--- src/sv/kdrp_pkg.sv ---
`default_nettype none
// ----------------------------------------------------------------------------
// kdrp_pkg
// Shared types, constants and key code table for the keypad debounce,
// record and playback controller.
// ----------------------------------------------------------------------------
package kdrp_pkg;

   // record store size and derived widths
   localparam int RECORD_DEPTH = 100;
   localparam int CNT_W        = $clog2(RECORD_DEPTH + 1);
   localparam int ADDR_W       = (RECORD_DEPTH > 1) ? $clog2(RECORD_DEPTH) : 1;
   localparam logic [CNT_W-1:0] DEPTH_COUNT = CNT_W'(RECORD_DEPTH);

   // keypad decode
   localparam int KEY_COUNT = 12;
   localparam logic [6:0] COLUMN_MASK = 7'h70;
   localparam logic [3:0] NO_KEY      = 4'd15;
   localparam logic [6:0] CODE_TABLE [KEY_COUNT] = '{
      7'h28, 7'h11, 7'h21, 7'h41, 7'h12, 7'h22,
      7'h42, 7'h14, 7'h24, 7'h44, 7'h18, 7'h48
   };

   // keys with a function
   localparam logic [3:0] KEY_SWOOP   = 4'd1;
   localparam logic [3:0] KEY_SILENCE = 4'd3;
   localparam logic [3:0] KEY_RECORD  = 4'd10;
   localparam logic [3:0] KEY_PLAY    = 4'd11;

   typedef enum logic [1:0] {
      ST_IDLE      = 2'd0,
      ST_MAYBE_ON  = 2'd1,
      ST_MAYBE_OFF = 2'd2,
      ST_ON        = 2'd3
   } press_state_type;

   typedef enum logic [1:0] {
      CMD_NONE    = 2'd0,
      CMD_SWOOP   = 2'd1,
      CMD_CHIRP   = 2'd2,
      CMD_SILENCE = 2'd3
   } sound_cmd_type;

   // debounce -> sequencer / result
   typedef struct packed {
      logic            confirm;
      logic [3:0]      key;
      press_state_type state;
   } press_info_type;

   // sequencer -> result
   typedef struct packed {
      sound_cmd_type    cmd;
      logic             recording;
      logic             playing;
      logic [CNT_W-1:0] count;
   } seq_status_type;

endpackage
`default_nettype wire

--- src/sv/kdrp_ram.sv ---
`default_nettype none
// ----------------------------------------------------------------------------
// kdrp_ram
// Generic single-write, single-read RAM with registered read data.
// ----------------------------------------------------------------------------
module kdrp_ram #(
   parameter int WIDTH = 2,
   parameter int DEPTH = 100,
   localparam int AW = (DEPTH > 1) ? $clog2(DEPTH) : 1
) (
   input  wire logic             clock,
   input  wire logic             wr_en,
   input  wire logic [AW-1:0]    wr_addr,
   input  wire logic [WIDTH-1:0] wr_data,
   input  wire logic [AW-1:0]    rd_addr,
   output logic      [WIDTH-1:0] rd_data
);

   logic [WIDTH-1:0] mem [DEPTH];

   always_ff @(posedge clock) begin
      if (wr_en) begin
         mem[wr_addr] <= wr_data;
      end
      rd_data <= mem[rd_addr];
   end

endmodule
`default_nettype wire

--- src/sv/kdrp_debounce.sv ---
`default_nettype none
// ----------------------------------------------------------------------------
// kdrp_debounce
// Scan decode through the code table and the four-state press debouncer.
// ----------------------------------------------------------------------------
module kdrp_debounce (
   input  wire logic                    clock,
   input  wire logic                    reset,
   input  wire logic                    advance,
   input  wire logic [6:0]              scan_bits,
   output kdrp_pkg::press_info_type     press_info
);
   import kdrp_pkg::*;

   press_state_type state_ff, state_in;
   logic [3:0]      cand_ff, cand_in;
   logic [3:0]      key;
   logic            confirm;

   function automatic logic [3:0] decode_scan(input logic [6:0] scan);
      logic [3:0] k;
      k = NO_KEY;
      if ((scan & COLUMN_MASK) != 7'd0) begin
         for (int i = 0; i < KEY_COUNT; i++) begin
            if (scan == CODE_TABLE[i]) begin
               k = 4'(i);
            end
         end
      end
      return k;
   endfunction

   assign key = decode_scan(scan_bits);

   always_ff @(posedge clock) begin
      if (reset) begin
         state_ff <= ST_IDLE;
         cand_ff  <= NO_KEY;
      end else if (advance) begin
         state_ff <= state_in;
         cand_ff  <= cand_in;
      end
   end

   always_comb begin
      state_in = state_ff;
      cand_in  = cand_ff;
      confirm  = 1'b0;
      unique case (state_ff)
         ST_IDLE: begin
            if (key != NO_KEY) begin
               cand_in  = key;
               state_in = ST_MAYBE_ON;
            end
         end
         ST_MAYBE_ON: begin
            if (key == cand_ff) begin
               state_in = ST_ON;
               confirm  = 1'b1;
            end else begin
               state_in = ST_IDLE;
            end
         end
         ST_MAYBE_OFF: begin
            state_in = (key == cand_ff) ? ST_ON : ST_IDLE;
         end
         ST_ON: begin
            state_in = (key != cand_ff) ? ST_MAYBE_OFF : ST_ON;
         end
         default: begin
            state_in = ST_IDLE;
         end
      endcase
   end

   assign press_info.confirm = confirm;
   assign press_info.key     = key;
   assign press_info.state   = state_in;

endmodule
`default_nettype wire

--- src/sv/kdrp_sequencer.sv ---
`default_nettype none
// ----------------------------------------------------------------------------
// kdrp_sequencer
// Command issue, record store append and playback from the record store.
// ----------------------------------------------------------------------------
module kdrp_sequencer (
   input  wire logic                 clock,
   input  wire logic                 reset,
   input  wire logic                 advance,
   input  wire logic                 sound_busy,
   input  kdrp_pkg::press_info_type  press_info,
   output kdrp_pkg::seq_status_type  status
);
   import kdrp_pkg::*;

   logic             rec_on_ff, rec_on_in;
   logic [CNT_W-1:0] count_ff, count_in;
   logic             play_on_ff, play_on_in;
   logic [CNT_W-1:0] pos_ff, pos_in;
   logic [1:0]       first_ff;          // copy of entry 0 for the play-start read
   logic             byp_ff;
   logic [1:0]       byp_data_ff;

   logic              wr_en;
   logic [ADDR_W-1:0] wr_addr;
   logic [1:0]        wr_data;
   logic [ADDR_W-1:0] rd_addr;
   logic [1:0]        rd_data;
   logic [1:0]        entry;
   logic              start;
   sound_cmd_type     cmd;

   kdrp_ram #(
      .WIDTH (2),
      .DEPTH (RECORD_DEPTH)
   ) u_store (
      .clock   (clock),
      .wr_en   (wr_en),
      .wr_addr (wr_addr),
      .wr_data (wr_data),
      .rd_addr (rd_addr),
      .rd_data (rd_data)
   );

   // the RAM reads before it writes; forward a write to the entry being fetched
   assign entry   = byp_ff ? byp_data_ff : rd_data;
   assign rd_addr = pos_in[ADDR_W-1:0];

   always_comb begin
      rec_on_in  = rec_on_ff;
      count_in   = count_ff;
      play_on_in = play_on_ff;
      pos_in     = pos_ff;
      cmd        = CMD_NONE;
      wr_en      = 1'b0;
      wr_addr    = count_ff[ADDR_W-1:0];
      wr_data    = press_info.key[1:0];
      start      = 1'b0;

      if (advance && press_info.confirm) begin
         if (press_info.key >= KEY_SWOOP && press_info.key <= KEY_SILENCE) begin
            cmd = sound_cmd_type'(press_info.key[1:0]);
            if (rec_on_ff && count_ff < DEPTH_COUNT) begin
               wr_en    = 1'b1;
               count_in = count_ff + CNT_W'(1);
            end else if (count_ff == DEPTH_COUNT) begin
               // full store wraps the count and drops out of record mode
               count_in  = '0;
               rec_on_in = 1'b0;
            end
         end else if (press_info.key == KEY_RECORD) begin
            rec_on_in = !rec_on_ff;
            if (!rec_on_ff) begin
               count_in = '0;
            end
         end else if (press_info.key == KEY_PLAY) begin
            if (count_ff != '0) begin
               play_on_in = 1'b1;
               pos_in     = '0;
               rec_on_in  = 1'b0;
               start      = 1'b1;
            end
         end
      end

      if (advance && play_on_in && !sound_busy && cmd == CMD_NONE) begin
         if (pos_in < count_in) begin
            cmd    = sound_cmd_type'(start ? first_ff : entry);
            pos_in = pos_in + CNT_W'(1);
         end else begin
            play_on_in = 1'b0;
            pos_in     = '0;
         end
      end
   end

   always_ff @(posedge clock) begin
      if (reset) begin
         rec_on_ff  <= 1'b0;
         count_ff   <= '0;
         play_on_ff <= 1'b0;
         pos_ff     <= '0;
         byp_ff     <= 1'b0;
      end else begin
         rec_on_ff  <= rec_on_in;
         count_ff   <= count_in;
         play_on_ff <= play_on_in;
         pos_ff     <= pos_in;
         byp_ff     <= wr_en && (wr_addr == rd_addr);
      end
   end

   always_ff @(posedge clock) begin
      byp_data_ff <= wr_data;
      if (wr_en && count_ff == '0) begin
         first_ff <= wr_data;
      end
   end

   assign status.cmd       = cmd;
   assign status.recording = rec_on_in;
   assign status.playing   = play_on_in;
   assign status.count     = count_in;

endmodule
`default_nettype wire

--- src/sv/keypad_debounce_record_player_top.sv ---
`default_nettype none
// ----------------------------------------------------------------------------
// keypad_debounce_record_player_top
// Keypad poll decode and debounce, sound command issue, and command
// record / playback controller.
// ----------------------------------------------------------------------------
//  channel  direction  ports                          word
//  req      in         req_tvalid/tready/tdata[7:0]   one keypad poll
//  rsp      out        rsp_tvalid/tready/tdata[23:0]  one result per poll
//
//  One word is accepted per cycle while the result register is free or being drained;
//  its result passes the input register, then the result register, with a
//  combinational decode/debounce/sequencer path between the two registers.
//  Synchronous active-high reset clears all control state; the record store
//  is not cleared and needs no sweep, so words are taken right after reset.
//  A stalled rsp holds its word; req keeps taking words while the input register is
//  empty or the result register is free or being drained in the same cycle.
// ----------------------------------------------------------------------------
module keypad_debounce_record_player_top (
   input  wire logic        clock,
   input  wire logic        reset,
   input  wire logic        req_tvalid,
   output logic             req_tready,
   input  wire logic [7:0]  req_tdata,   // [6:0] scan_bits, [7] sound_busy
   output logic             rsp_tvalid,
   input  wire logic        rsp_tready,
   output logic      [23:0] rsp_tdata    // [4:0] key_index, [6:5] debounce_state,
                                         // [8:7] sound_command, [9] recording,
                                         // [10] playing, [17:11] stored_count
);
   import kdrp_pkg::*;

   localparam logic [4:0] KEY_INDEX_NONE = 5'h1F;

   // input register
   logic       in_valid_ff, in_valid_in;
   logic [6:0] scan_ff;
   logic       busy_ff;

   // result register
   logic        out_valid_ff, out_valid_in;
   logic [23:0] out_data_ff;

   logic           advance;
   logic           req_take;
   press_info_type press_info;
   seq_status_type seq_status;
   logic [4:0]     key_index;
   logic [23:0]    result;

   assign advance    = in_valid_ff && (!out_valid_ff || rsp_tready);
   assign req_tready = !in_valid_ff || advance;
   assign req_take   = req_tvalid && req_tready;

   always_comb begin
      in_valid_in = in_valid_ff;
      if (req_take) begin
         in_valid_in = 1'b1;
      end else if (advance) begin
         in_valid_in = 1'b0;
      end
      out_valid_in = out_valid_ff;
      if (advance) begin
         out_valid_in = 1'b1;
      end else if (rsp_tready) begin
         out_valid_in = 1'b0;
      end
   end

   always_ff @(posedge clock) begin
      if (reset) begin
         in_valid_ff  <= 1'b0;
         out_valid_ff <= 1'b0;
      end else begin
         in_valid_ff  <= in_valid_in;
         out_valid_ff <= out_valid_in;
      end
   end

   always_ff @(posedge clock) begin
      if (req_take) begin
         scan_ff <= req_tdata[6:0];
         busy_ff <= req_tdata[7];
      end
      if (advance) begin
         out_data_ff <= result;
      end
   end

   kdrp_debounce u_debounce (
      .clock      (clock),
      .reset      (reset),
      .advance    (advance),
      .scan_bits  (scan_ff),
      .press_info (press_info)
   );

   kdrp_sequencer u_sequencer (
      .clock      (clock),
      .reset      (reset),
      .advance    (advance),
      .sound_busy (busy_ff),
      .press_info (press_info),
      .status     (seq_status)
   );

   // no key reads as -1
   assign key_index = (press_info.key == NO_KEY) ? KEY_INDEX_NONE
                                                 : {1'b0, press_info.key};

   assign result = {6'd0,
                    7'(seq_status.count),
                    seq_status.playing,
                    seq_status.recording,
                    seq_status.cmd,
                    press_info.state,
                    key_index};

   assign rsp_tvalid = out_valid_ff;
   assign rsp_tdata  = out_data_ff;

`ifndef NO_ASSERTIONS
   // the store count never passes the store size
   a_count_bound: assert property (@(posedge clock) disable iff (reset)
      seq_status.count <= DEPTH_COUNT)
      else $error("stored count exceeds store depth");

   // a held press always comes with a decoded key in the same poll
   a_pressed_has_key: assert property (@(posedge clock) disable iff (reset)
      (rsp_tvalid && rsp_tdata[6:5] == ST_ON) |-> (rsp_tdata[4:0] != KEY_INDEX_NONE))
      else $error("pressed state without a decoded key");

   // a result only appears after a poll went through the datapath
   a_result_from_poll: assert property (@(posedge clock) disable iff (reset)
      $rose(rsp_tvalid) |-> $past(advance))
      else $error("result word without a processed poll");
`endif

endmodule
`default_nettype wire
--- config.mk ---
export PLATFORM = sky130hd
export DESIGN_NAME = keypad_debounce_record_player_top
export DESIGN_NICKNAME = d
export VERILOG_FILES = /design/src/sv/kdrp_pkg.sv /design/src/sv/kdrp_ram.sv /design/src/sv/kdrp_debounce.sv /design/src/sv/kdrp_sequencer.sv /design/src/sv/keypad_debounce_record_player_top.sv
export SDC_FILE = /design/constraint.sdc
export NUM_CORES = 1
export LEC_CHECK = 0
export BUFFER_PORTS_ARGS = -buffer_cell sky130_fd_sc_hd__buf_2
export CORE_ASPECT_RATIO = 0.7
export CORE_MARGIN = 2
export CORE_UTILIZATION = 60
export DETAILED_ROUTE_END_ITERATION = 10
export PLACE_DENSITY = 0.77
export RECOVER_POWER = 25
export SLEW_MARGIN = 20
export SYNTH_ARGS = -nofsm -noshare
export SYNTH_HDL_FRONTEND = slang
export SYNTH_SLANG_ARGS = --single-unit
--- constraint.sdc ---
create_clock -name clock -period 10.59 [get_ports clock]
set_clock_uncertainty 0.15 [all_clocks]
set_input_delay 1.059 -clock clock [delete_from_list [all_inputs] [get_ports clock]]
set_output_delay 1.059 -clock clock [all_outputs]
set_load 0.02 [all_outputs]
==> results.json <==
{
  "finish.utilization_pct": 67.01,
  "failed_checks": "capacitance limit, slew limit",
  "setup_viol": 0,
  "n_antenna_cell": 0,
  "vias_per_cell": 6.407,
  "finalCritPeriodShare_pct": 75.58,
  "synthCells": 954,
  "maxSlewHeadroom_pct": -177.3,
  "ys_seq_area_share_pct": 62.69,
  "synth_seq_cells": 257,
  "setup_tns_ns": 0,
  "hold_viol": 0,
  "placed_cells": 1203,
  "cts_buffer_depth": 3,
  "initial_core_util_pct": 61.94,
  "fmax_mhz": 124.9,
  "tightest_slew_ns": 4.160,
  "dr.pass1.iters": 5,
  "synth_area_um2": 11850,
  "io_buffers": 31,
  "finalPower_mw": 2.016,
  "hpwlAfterDp_um": 18430,
  "setup_ws_ns": 2.586,
  "ios": 38,
  "num_rows": 42,
  "gr-total-overflow": 0,
  "synth_ff_type": "edfxtp_1",
  "drt_iter0_markers": 1096,
  "cp.required_ns": 10.85,
  "holdCritPathClass": "flip-flop to flip-flop",
  "tritoncts": "yes",
  "grt_max_degree": 103,
  "place.gp.congestion": 1.017,
  "end_kind": "flip-flop",
  "synthArstFlopShare_pct": 0,
  "path_max_fanout": 67,
  "cts.hold.buffers_added": 0,
  "die_h_um": 121.6,
  "syn_area_per_cell_um2": 12.42,
  "crit_type": "flip-flop to flip-flop",
  "synth_common_cells": "edfxtp_1 (228), nor2_1 (147), nand2_1 (87), mux2i_1 (67)",
  "fin_crit_ns": 8.004,
  "cts_buffers": 24,
  "finalWirelength_um": 28530,
  "detail-route-antenna-nets": 0,
  "finalMaxSlewViolations": 128,
  "fillers": 1411,
  "syn_to_final_growth_pct": 8.185,
  "final_cells": 1247,
  "synth_top_area_cell": "edfxtp_1",
  "clkTransAtPathRegs_ns": 0.06,
  "cts_setup_buffers": 0,
  "status": "complete, but fails checks",
  "vdd_drop_max_uv": 122.9,
  "synth_area_leaders": "edfxtp_1 (58%), mux2i_1 (5.7%), dfxtp_1 (4.9%)",
  "clock-root-buffer": "clkbuf_16",
  "num_vias": 7989,
  "insertion_delay_ns": 0.52,
  "cts.sinks": 257,
  "synth_edf_count": 228,
  "antenna_found_initial": 0,
  "synth_top_area_share_pct": 57.79,
  "routedWlPerCell_um": 22.88,
  "p_per_area_nw_per_um2": 157.3,
  "start_kind": "flip-flop",
  "rsz0062_at_grt": "no",
  "synthDistinctLibCells": 88,
  "fp.dieW_um": 172.0,
  "synth.most_common_cell": "edfxtp_1",
  "layout.nets": 989,
  "h-tree-depth": 1,
  "power.leakage_nw": 3.743,
  "die_area_um2": 20900,
  "dpl_worst_slack_ns": 2.915,
  "core_area_um2": 19130,
  "drive_gt1_share_pct": 8.647,
  "grt_pass1_vias": 7453,
  "arrival_ns": 8.26,
  "grtUsageTotal_pct": 27.95,
  "drc": 0,
  "maxCapViolCount": 2,
  "yosys_warnings": 0,
  "grt_pass1_wl_um": 43540,
  "post_cts_resized": 0
}
-- flip-flops by register name, indices dropped and copies added, names as in the netlist, 4 cells and up --
register and count:
u_sequencer.u_store.mem 200, rsp_tdata 18, scan_ff 7, u_sequencer.count_ff 7
u_sequencer.pos_ff 7, u_debounce.cand_ff 4
-- path summary, 6_finish.rpt --
check                                         to  cells past startpoint         from  slack [ns]
hold reg to reg                       rsp_tvalid                      2  in_valid_ff        0.37
setup reg to reg  u_sequencer.u_store.rd_data[1]                     26   scan_ff[2]        2.59
hold / removal                        rsp_tvalid                      2  in_valid_ff        0.37
setup / recovery  u_sequencer.u_store.rd_data[1]                     26   scan_ff[2]        2.59
-- layout make-up --
class                           instances  area [µm²]  share of cell area [%]
Tap cell                              264       330.3                   2.577
Inverter                               26       98.84                  0.7712
Clock inverter                          6       82.58                  0.6443
Clock buffer                           38       694.4                   5.418
Multi-Input combinational cell        617        3998                   31.19
Timing Repair Buffer                   39       186.4                   1.455
Sequential cell                       257        7427                   57.95
-- worst max-delay path, stage by stage (launching register included) --
cell and delay [ns]:
edfxtp_1 0.58, nor2_1 0.23, nand2_1 0.08, o311ai_0 0.90, nor3_1 0.17, or3_1 0.52
nor2_1 0.26, nand2_1 0.15, nor2_1 0.16, nand2_1 0.49, o21ai_0 0.42, inv_1 0.11
ha_1 0.31, nand4_1 0.13, nor2_1 0.06, nor2_1 0.12, o21ai_0 0.18, a211oi_4 0.29
nor2_2 0.14, o21ai_4 0.15, buf_4 0.72, mux2_2 0.43, o22a_1 0.20, nand4_1 0.13
nand4_1 0.12, a221o_1 0.31, a211o_1 0.29
-- per-layer routing --
| metal | wire (µm) | share of wire [%] | global-route usage, % | up-vias |
|---|---|---|---|---|
| met4 | 543 | 1.9 | 6.565 | 0 |
| met3 | 3661 | 13 | 7.083 | 54 |
| met2 | 11570 | 41 | 37.95 | 502 |
| met5 | 0 | 0 | 0 | - |
| li1 | - | - | - | 3569 |
| met1 | 12750 | 45 | 45.07 | 3864 |
-- report_power, final --
group	leakage [nW]	total, mW	switching [mW]	internal, mW
clock	0.378	0.861	0.362	0.499
sequential	1.77	1.11	0.00710	1.10
combinational	1.60	0.0433	0.0321	0.0111
total	3.74	2.02	0.401	1.61
-- logic make-up after synthesis --
group	after synthesis	share of synthesized area (%)
simple gates	360	14.31
flops	257	62.69
compound gates	136	8.671
mux	91	8.417
buf+inv	85	3.728
fa+ha+maj	12	1.267
xor+xnor	12	0.8871
other cells	1	0.03165
-- cells in the final DEF, fill, tap and decap left out, types with 5 or more instances in the layout --
cell type / count
o21ai_0: 16
nor2_1: 147
o211ai_1: 6
nand2_1: 87
o22ai_1: 10
dfxtp_1: 29
a32oi_1: 18
and2_1: 12
nand2b_1: 6
mux2_1: 7
clkbuf_16: 25
conb_1: 6
buf_2: 11
edfxtp_1: 228
nand3_1: 29
nor3_1: 9
a31oi_1: 5
inv_1: 22
xnor2_1: 8
a221oi_1: 7
clkbuf_1: 32
nand4_1: 12
ha_1: 12
mux4_2: 5
buf_4: 7
nor2b_1: 14
mux2i_1: 67
a21oi_1: 21
mux2_2: 12
-- per-stage QoR --
step / hold slack (ns) / cell area, µm²
floorplan: 0.3230 / 11870
global placement: 0.3432 / 12070
detailed placement: 0.3559 / 12070
CTS: 0.3726 / 12850
global route: 0.3957 / 12820
finish: 0.3691 / 12820
(Power assumes the default switching activity.)
